## config.mk

```make
export PLATFORM = sky130hd
export DESIGN_NAME = msrm_ctrl
export DESIGN_NICKNAME = d
export VERILOG_FILES = /design/src/design/msrm_pkg.sv /design/src/design/msrm_ctrl.sv
export SDC_FILE = /design/constraint.sdc
export NUM_CORES = 1
export LEC_CHECK = 0
export BUFFER_PORTS_ARGS = -buffer_cell sky130_fd_sc_hd__buf_4
export CELL_PAD_IN_SITES_DETAIL_PLACEMENT = 2
export CELL_PAD_IN_SITES_GLOBAL_PLACEMENT = 2
export CORE_AREA = 2 2 39 41
export DETAILED_ROUTE_END_ITERATION = 16
export DIE_AREA = 0 0 41 43
export PLACE_DENSITY = 0.43
export SLEW_MARGIN = 20
export SYNTH_ARGS = -nofsm -noshare
export SYNTH_HDL_FRONTEND = slang
export SYNTH_SLANG_ARGS = --single-unit
```

## constraint.sdc

```tcl
create_clock -name i_clk -period 0.95 [get_ports i_clk]
set_clock_uncertainty 0.05 [all_clocks]
set_input_delay 0.19 -clock i_clk [delete_from_list [all_inputs] [get_ports i_clk]]
set_output_delay 0.19 -clock i_clk [all_outputs]
set_load 0.05 [all_outputs]
```

## src/design/msrm_pkg.sv

```systemverilog
package msrm_pkg;

    localparam int STACK_DEPTH = 1024;
    localparam int IDX_W       = $clog2(STACK_DEPTH);
    localparam int CNT_W       = $clog2(STACK_DEPTH + 1);
    localparam int DATA_W      = 32;

    localparam logic [1:0] CMD_PUSH = 2'd0;
    localparam logic [1:0] CMD_POP  = 2'd1;
    localparam logic [1:0] CMD_PEEK = 2'd2;

    localparam logic [1:0] ST_OK    = 2'd0;
    localparam logic [1:0] ST_EMPTY = 2'd1;
    localparam logic [1:0] ST_FULL  = 2'd2;

    localparam logic signed [DATA_W-1:0] MAX_S32 = 32'sh7FFF_FFFF;

    // Commands from the controller to the datapath.
    typedef struct packed {
        logic accept;
        logic fetch_done;
        logic load_out;
    } t_ctl;

    // Status from the datapath to the controller.
    typedef struct packed {
        logic deep_pop;
    } t_stat;

endpackage

```

## src/design/msrm_ctrl.sv

```systemverilog
module msrm_ctrl
    import msrm_pkg::*;
(
    input  logic  i_clk,
    input  logic  i_rst_n,
    input  logic  i_in_valid,
    output logic  o_in_ready,
    output logic  o_out_valid,
    input  logic  i_out_ready,
    input  t_stat i_stat,
    output t_ctl  o_ctl
);

    localparam logic S_IDLE  = 1'b0;
    localparam logic S_FETCH = 1'b1;

    logic r_state, n_state;
    logic r_out_valid, n_out_valid;
    logic slot_free;

    assign slot_free = !r_out_valid || i_out_ready;

    always_comb begin
        n_state          = r_state;
        o_in_ready       = 1'b0;
        o_ctl.accept     = 1'b0;
        o_ctl.fetch_done = 1'b0;
        o_ctl.load_out   = 1'b0;
        case (r_state)
            S_IDLE: begin
                o_in_ready   = slot_free;
                o_ctl.accept = i_in_valid && slot_free;
                if (o_ctl.accept) begin
                    if (i_stat.deep_pop) begin
                        n_state = S_FETCH;
                    end else begin
                        o_ctl.load_out = 1'b1;
                    end
                end
            end
            S_FETCH: begin
                // The output slot was freed when this pop was taken.
                o_ctl.fetch_done = 1'b1;
                o_ctl.load_out   = 1'b1;
                n_state          = S_IDLE;
            end
            default: begin
                n_state = S_IDLE;
            end
        endcase
    end

    always_comb begin
        if (o_ctl.load_out) begin
            n_out_valid = 1'b1;
        end else if (i_out_ready) begin
            n_out_valid = 1'b0;
        end else begin
            n_out_valid = r_out_valid;
        end
    end

    always_ff @(posedge i_clk) begin
        if (!i_rst_n) begin
            r_state     <= S_IDLE;
            r_out_valid <= 1'b0;
        end else begin
            r_state     <= n_state;
            r_out_valid <= n_out_valid;
        end
    end

    assign o_out_valid = r_out_valid;

endmodule

```

==> flow_summary.yaml, run 1 <==
run_status:
  violations: "setup timing"
  status: "finished with violations"
routing:
  via_per_inst: 3.40
  drt_iter0_markers: 0
  wirelength_um: 455
  route.antenna.remaining_nets: 0
  vias: 160
  first_pass_iters: 1
  routedWlPerCell_um: 9.68
  drc: 0
place:
  placed_area_um2: 248
  place_inst: 40
  dp_hpwl_um: 395
  io_buffers: 9
  place_congestion: 0.600
global_route:
  grt_pass1_wl_um: 759
  grt_usage_pct: 7.31
  grt_pass1_vias: 199
  grt_max_degree: 6
  antenna_found_initial: 0
  grt.overflow.total: 0
synthesis:
  syn_avg_cell_area_um2: 9.82
  synth_cell_types: 11
  synth.top_cell.area_share_pct: 31.4
  yosys.area.top_type: "dfxtp_1"
  ys_warn_count: 0
  synth_nets: 18
  syn_area_um2: 128
  synth-seq-cells: 2
  synth_area_leaders: "dfxtp_1 (31%), buf_4 (12%), nor4b_2 (12%)"
  synthesis.instances: 13
  synth_seq_area_share_pct: 31.4
clock_network:
  cts_buffer_depth: 2
  htreeDepth: 1
  cts-root-buf: "clkbuf_4"
  clkSlewWorstSetupHoldPaths_ns: 0.04
  clock_latency_ns: 0.23
  cts_made_buffers: 3
  ctsHoldBuffers: 0
  clkSinkCount: 2
  cts_tree: "built"
timing:
  slew_violations: 0
  layout_setup_ws_ns: -0.340
  final.setup.tns_ns: -1.45
  final-hold-violation-count: 0
  post-route-period-util_pct: 136
  relSlewSlack_pct: 87.2
  finalSetupViolations: 7
  max_slew.worst_pin.slew_ns: 0.191
  grt_setup_unrepaired: "true"
  timing.fmax_ghz: 0.775
  period_needed_ns: 1.29
pwr:
  power.density_nw_per_um2: 1390
  p_comb_share_pct: 35.6
  power_uw: 470
  p_switching_uw: 145
  internal-power_uw: 324
  p_clk_share_pct: 44.6
  power_leakage_uw: 0.000157
  irDropWorstVdd_mv: 0.471
  switching_share_pct: 31.0
  seqPwrFrac_pct: 19.8
die:
  io_pins: 10
  die_w_um: 41
  die_y_um: 43
  core-area_um2: 1380
  rows: 14
  dieArea_um2: 1760
  initial_core_util_pct: 9.22
cells_and_area:
  diodes: 0
  areaGrowthSynthToFinish_pct: 166
  drive_above_1_share_pct: 80.6
  final_area_um2: 339
  fin_cells: 47
  fillerInstances: 159
  nNetsFinal: 37
critical_path:
  timing_worst_setup_path_type: "reg2out"
  worst_setup_path_end_kind: "primary output"
  crit_path_max_fanout: 3
  reg2reg_to: "r_state$_SDFF_PP0_"
  r2r_slack_ns: -0.15
  crit_path_start_kind: "flip-flop"
  arrival_ns: 1.05
  reg2reg_from: "o_out_valid$_SDFFE_PN0P_"
  worstRegToRegCells: 4
  required_ns: 0.71
min_path:
  min_from: "i_rst_n"
  hold_class: "in2reg"
  hold_depth: 2
  hold_end: "o_out_valid$_SDFFE_PN0P_"
run:
  maxCapViolCount: 0
-- timing repair --
item | CTS | global route
setup buffers | 3 | 0
endpoints found under the setup margin | 7 | 7
pin swaps | 2 | 2
resized for setup | 11 | 0
-- worst max-delay path, stage by stage (launching register included) --
cell and delay (ns):
dfxtp_4 0.33, nor2b_4 0.13, nor3b_4 0.18, buf_6 0.18
-- worst max-delay path by stage --
stage | startpoint | to | cells past startpoint
floorplan | o_out_valid$_SDFFE_PN0P_ | o_ctl[2] | 2
global placement | o_out_valid$_SDFFE_PN0P_ | o_ctl[2] | 3
detailed placement | o_out_valid$_SDFFE_PN0P_ | o_ctl[2] | 3
CTS | o_out_valid$_SDFFE_PN0P_ | o_ctl[2] | 3
global route | o_out_valid$_SDFFE_PN0P_ | o_ctl[2] | 3
finish | o_out_valid$_SDFFE_PN0P_ | o_ctl[2] | 3
-- flip-flops by register name, indices dropped and copies added (netlist names) --
| signal | flops |
|---|---|
| r_state | 1 |
| o_out_valid | 1 |
-- metrics by stage --
stage          util [%]  setup WS (ns)  hold slack [ns]
2_1_floorplan         -         -0.336            0.258
3_3_place_gp       17.9         -0.135            0.386
3_5_place_dp       17.9         -0.160            0.389
4_1_cts            24.5         -0.370            0.143
5_1_grt            24.5         -0.406            0.169
6_report           24.5         -0.340            0.145
-- kinds of logic after synthesis --
kind of cell / count (synthesis) / synth area share (%)
flops: 2 / 31.4
simple gates: 7 / 44.1
buf+inv: 2 / 11.8
compound gates: 2 / 12.7
-- routing by layer --
layer	track usage (%)	share of wire, %	vias up	wire length [µm]
met5	0	0	-	0
met4	10.0	0	0	0
met3	1.57	6.8	0	31
met2	12.8	69	5	312
met1	4.47	24	77	111
li1	-	-	78	-
-- synth_stat cells (all sizes together) --
library cell,count
a21o,1
buf,2
dfxtp,2
nand2,1
nand2b,1
nor2,1
nor2b,2
nor3b,1
nor4b,1
o31a,1
-- final cells by class --
cell class                      count  area [µm²]  area share [%]
Timing Repair Buffer               16         150            44.3
Multi-Input combinational cell      9        95.1            28.0
Sequential cell                     2        47.5            14.0
Clock buffer                        4        26.3            7.75
Tap cell                           16        20.0            5.90
-- power by group through the flow --
stage / registers (µW) / logic, µW / clock network (µW)
after global placement: 96.0 / 136 / 0
after floorplan: 107 / 82.1 / 0
after CTS: 93.3 / 170 / 225
after detailed placement: 96.2 / 139 / 0
final: 92.9 / 167 / 209
after global routing: 94.2 / 178 / 230
-- cell usage in the layout (no fill, tap or decap), types with 2 or more instances in the layout --
| master | netlist | routed |
|---|---|---|
| buf_4 | 2 | 9 |
| buf_6 | 0 | 6 |
| dfxtp_4 | 0 | 2 |
| clkbuf_4 | 0 | 3 |
No activity file was read; power rests on OpenSTA's default activity.
==> run 2: changes to the inputs <==
Settings changed: CORE_AREA 2 2 39 41 to 8 8 45 47, DIE_AREA 0 0 41 43 to 0 0 53 55, SKIP_LAST_GASP set to 1.
==> flow_summary.yaml, run 2 (same netlist as run 1, synthesis figures left out) <==
routing:
  drt_iter0_markers: 1
  vias: 156
  route.antenna.remaining_nets: 0
  wirelength_um: 461
  first_pass_iters: 2
  routedWlPerCell_um: 9.81
  drc: 0
  via_per_inst: 3.32
timing:
  slew_violations: 0
  timing.fmax_ghz: 0.777
  period_needed_ns: 1.29
  relSlewSlack_pct: 88.0
  post-route-period-util_pct: 136
  finalSetupViolations: 7
  grt_setup_unrepaired: "true"
  max_slew.worst_pin.slew_ns: 0.180
  final-hold-violation-count: 0
  layout_setup_ws_ns: -0.338
cells_and_area:
  nNetsFinal: 37
  drive_above_1_share_pct: 80.6
  areaGrowthSynthToFinish_pct: 169
  layout_commonest_cell: "buf_4"
  fillerInstances: 163
  diodes: 0
  layout_common_cells: "buf_4 (9), buf_6 (5), clkbuf_4 (3)"
clock_network:
  cts_buffer_depth: 2
  cts-root-buf: "clkbuf_4"
  cts_tree: "built"
  clkSinkCount: 2
  clock_latency_ns: 0.23
  cts_made_buffers: 3
  ctsHoldBuffers: 0
  htreeDepth: 1
  clkSlewWorstSetupHoldPaths_ns: 0.04
global_route:
  grt_pass1_wl_um: 793
  antenna_found_initial: 0
  grt_max_degree: 6
  grt_pass1_vias: 182
  grt.overflow.total: 0
  grt_usage_pct: 4.15
min_path:
  hold_class: "in2reg"
place:
  dp_worst_setup_slack_ns: -0.139
  place_congestion: 0.566
  io_buffers: 9
pwr:
  power_leakage_uw: 0.000159
  switching_share_pct: 31.7
  p_clk_share_pct: 45.0
  seqPwrFrac_pct: 19.5
  irDropWorstVdd_mv: 0.306
  power.density_nw_per_um2: 1410
  p_switching_uw: 153
  internal-power_uw: 329
  power_uw: 483
  p_comb_share_pct: 35.5
critical_path:
  max_stage_delay_ns: 0.33
  timing_worst_setup_path_type: "reg2out"
  cp.buffers_inverters: 1
  crit_family: "flip-flops"
  crit_path_cell_trace: "nor2b_4 > nor3b_4 > buf_6"
  arrival_ns: 1.05
  crit_path_start_kind: "flip-flop"
  crit_path_max_fanout: 3
  slowest_stage: "dfxtp_4"
  worst_setup_path_end_kind: "primary output"
  required_ns: 0.71
die:
  io_pins: 10
  rows: 14
  core-area_um2: 1380
  die_y_um: 55
  dieArea_um2: 2920
  die_w_um: 53
  initial_core_util_pct: 9.22
run_status:
  status: "finished with violations"
  violations: "setup timing"
run:
  maxCapViolCount: 0
run 2: cell counts in the layout (fill, tap and decap cells not counted):
Identical to the previous run, type by type.
run 2: worst paths after layout:
path	startpoint	endpoint	slack [ns]	depth (start not counted)
setup / recovery	o_out_valid$_SDFFE_PN0P_	o_ctl[2]	-0.34	3
hold / removal	i_rst_n	o_out_valid$_SDFFE_PN0P_	0.15	2
setup reg to reg	o_out_valid$_SDFFE_PN0P_	o_out_valid$_SDFFE_PN0P_	-0.16	4
hold reg to reg	r_state$_SDFF_PP0_	r_state$_SDFF_PP0_	0.55	2
run 2: layer usage:
metal	share of wire (%)	track usage (%)	wire length, µm	up-vias
met5	0	0	0	-
met4	0	6.47	0	0
met3	9.5	2.41	44	0
met2	61	5.66	280	5
met1	30	3.48	136	72
li1	-	-	-	79
run 2: what timing repair did:
action,in CTS,in global routing
gates resized for setup,11,1
buffers inserted,2,1
setup endpoints to repair,7,7
pin swaps,2,2
run 2: per-stage QoR:
step | setup TNS (ns) | hold slack [ns] | utilization [%] | cells | area (µm²)
floorplan | -0.672 | 0.258 | - | 13 | 149
global placement | -0.379 | 0.379 | 17.9 | 40 | 248
detailed placement | -0.393 | 0.391 | 17.9 | 40 | 248
CTS | -1.42 | 0.141 | 24.0 | 46 | 332
global route | -1.71 | 0.152 | 24.8 | 47 | 343
finish | -1.40 | 0.147 | 24.8 | 47 | 343
run 2: power groups by stage:
stage | Clock (µW) | Combinational, µW | Sequential (µW)
final | 217 | 172 | 94.0
after global routing | 246 | 180 | 94.9
after CTS | 234 | 167 | 94.1
after detailed placement | 0 | 138 | 96.1
after global placement | 0 | 137 | 96.4
after floorplan | 0 | 82.1 | 107
run 2: final cells by class:
class                   instances  area [µm²]  share of cell area, %
clock buffers                   4        26.3                   7.66
flip-flops and latches          2        47.5                   13.9
repair buffers                 16         154                   44.9
well taps                      16        20.0                   5.84
multi-input cells               9        95.1                   27.7
run 2: worst register-to-register path: cells and delay by family (launching register included):
family / cells / cell delay (ns)
AOI/OAI and AO/OA: 1 / 0.23
buffers and inverters: 2 / 0.24
DFF: 1 / 0.33
and+or+nand+nor: 1 / 0.14
==> run 3: changes to the inputs <==
==> constraint.sdc (replaced) <==
create_clock -name i_clk -period 0.95 [get_ports i_clk]
set_clock_uncertainty 0.05 [all_clocks]
set_input_delay 0.0475 -clock i_clk [delete_from_list [all_inputs] [get_ports i_clk]]
set_output_delay 0.0475 -clock i_clk [all_outputs]
set_load 0.05 [all_outputs]
==> flow_summary.yaml, run 3 (same netlist as run 1, synthesis figures left out) <==
critical_path:
  crit_path_start_kind: "flip-flop"
  crit_path_max_fanout: 3
  slowest_stage: "dfxtp_4"
  r2r_slack_ns: -0.04
  crit_family: "flip-flops"
  cp.buffers_inverters: 1
  required_ns: 0.85
  timing_worst_setup_path_type: "reg2out"
  worst_setup_path_end_kind: "primary output"
  max_stage_delay_ns: 0.33
  arrival_ns: 1.04
  crit_path_cell_trace: "nor2b_4 > nor3b_4 > buf_6"
global_route:
  grt_usage_pct: 3.98
  grt.overflow.total: 0
  grt_max_degree: 7
  grt_pass1_wl_um: 731
  antenna_found_initial: 0
  grt_pass1_vias: 172
clock_network:
  cts_tree: "built"
  cts_made_buffers: 3
  clkSinkCount: 2
  htreeDepth: 1
  clkSlewWorstSetupHoldPaths_ns: 0.03
  clock_latency_ns: 0.23
  cts_buffer_depth: 2
  cts-root-buf: "clkbuf_4"
timing:
  max_slew.worst_pin.slew_ns: 0.181
  relSlewSlack_pct: 87.9
  timing.fmax_ghz: 0.876
  grt_setup_unrepaired: "true"
  worst_hold_slack_ns: 0.0292
  slew_violations: 0
  period_needed_ns: 1.14
  post-route-period-util_pct: 120
  final-hold-violation-count: 0
  finalSetupViolations: 6
  layout_setup_ws_ns: -0.191
  final.setup.tns_ns: -0.552
routing:
  drc: 0
  routedWlPerCell_um: 9.98
  via_per_inst: 3.42
  route.antenna.remaining_nets: 0
  first_pass_iters: 2
  drt_iter0_markers: 5
  vias: 147
  wirelength_um: 429
pwr:
  seqPwrFrac_pct: 20.8
  power_leakage_uw: 0.000128
  irDropWorstVdd_mv: 0.316
  internal-power_uw: 308
  p_switching_uw: 143
  p_comb_share_pct: 31.9
  p_clk_share_pct: 47.4
  switching_share_pct: 31.7
  power.density_nw_per_um2: 1570
  power_uw: 452
cells_and_area:
  layout_commonest_cell: "buf_4"
  areaGrowthSynthToFinish_pct: 125
  diodes: 0
  nNetsFinal: 33
  drive_above_1_share_pct: 74.1
  layout_common_cells: "buf_4 (7), buf_6 (4), clkbuf_4 (3)"
  final_area_um2: 288
die:
  dieArea_um2: 2920
  rows: 14
  initial_core_util_pct: 9.22
  core-area_um2: 1380
  die_y_um: 55
  die_w_um: 53
  io_pins: 10
place:
  placed_area_um2: 218
  io_buffers: 9
  dp_worst_setup_slack_ns: -0.0133
  place_congestion: 0.561
run_status:
  status: "finished with violations"
  violations: "setup timing"
min_path:
  hold_class: "in2reg"
run:
  maxCapViolCount: 0
-- run 3: layout make-up --
cell class,instances,area [µm²]
Timing Repair Buffer,12,108
Multi-Input combinational cell,9,86.3
Clock buffer,4,26.3
Sequential cell,2,47.5
Fill cell,165,1100
Tap cell,16,20.0
-- run 3: path summary, 6_finish.rpt --
| kind | end | start | depth (start not counted) |
|---|---|---|---|
| worst min register to register | r_state$_SDFF_PP0_ | r_state$_SDFF_PP0_ | 1 |
| worst max-delay path | o_ctl[2] | o_out_valid$_SDFFE_PN0P_ | 3 |
| worst min-delay path | r_state$_SDFF_PP0_ | i_stat | 3 |
| worst max register to register | o_out_valid$_SDFFE_PN0P_ | o_out_valid$_SDFFE_PN0P_ | 3 |
-- run 3: timing repair --
| action | in CTS | in global routing |
|---|---|---|
| hold buffers | 1 | 0 |
| setup endpoints to repair | 4 | 6 |
| pin swaps | 2 | 1 |
| resized for setup | 4 | 2 |
| buffers inserted | 1 | 1 |
| endpoints found under the hold margin | 1 | 0 |
-- run 3: power groups by stage --
stage | clock network, µW | logic [µW] | registers, µW
global placement | 0 | 125 | 96.9
CTS | 233 | 141 | 96.4
global route | 241 | 153 | 94.7
finish | 214 | 144 | 93.8
detailed placement | 0 | 126 | 97.2
floorplan | 0 | 79.2 | 107
-- run 3: stage by stage --
stage | instances | utilization (%)
floorplan | 13 | -
global placement | 36 | 15.7
detailed placement | 36 | 15.7
global route | 43 | 20.8
finish | 43 | 20.8
CTS | 42 | 19.8
-- run 3: metal layers --
metal / GRT usage [%] / vias up / routed length (µm)
met5: 0 / - / 0
met4: 6.47 / 0 / 15
met3: 2.67 / 2 / 49
met2: 6.25 / 6 / 261
met1: 2.42 / 68 / 102
li1: - / 71 / -
-- run 3: tightest hold or removal path, stage by stage --
cell     delay [ns]
buf_4          0.11
nand2_1        0.06
nor4b_2        0.04
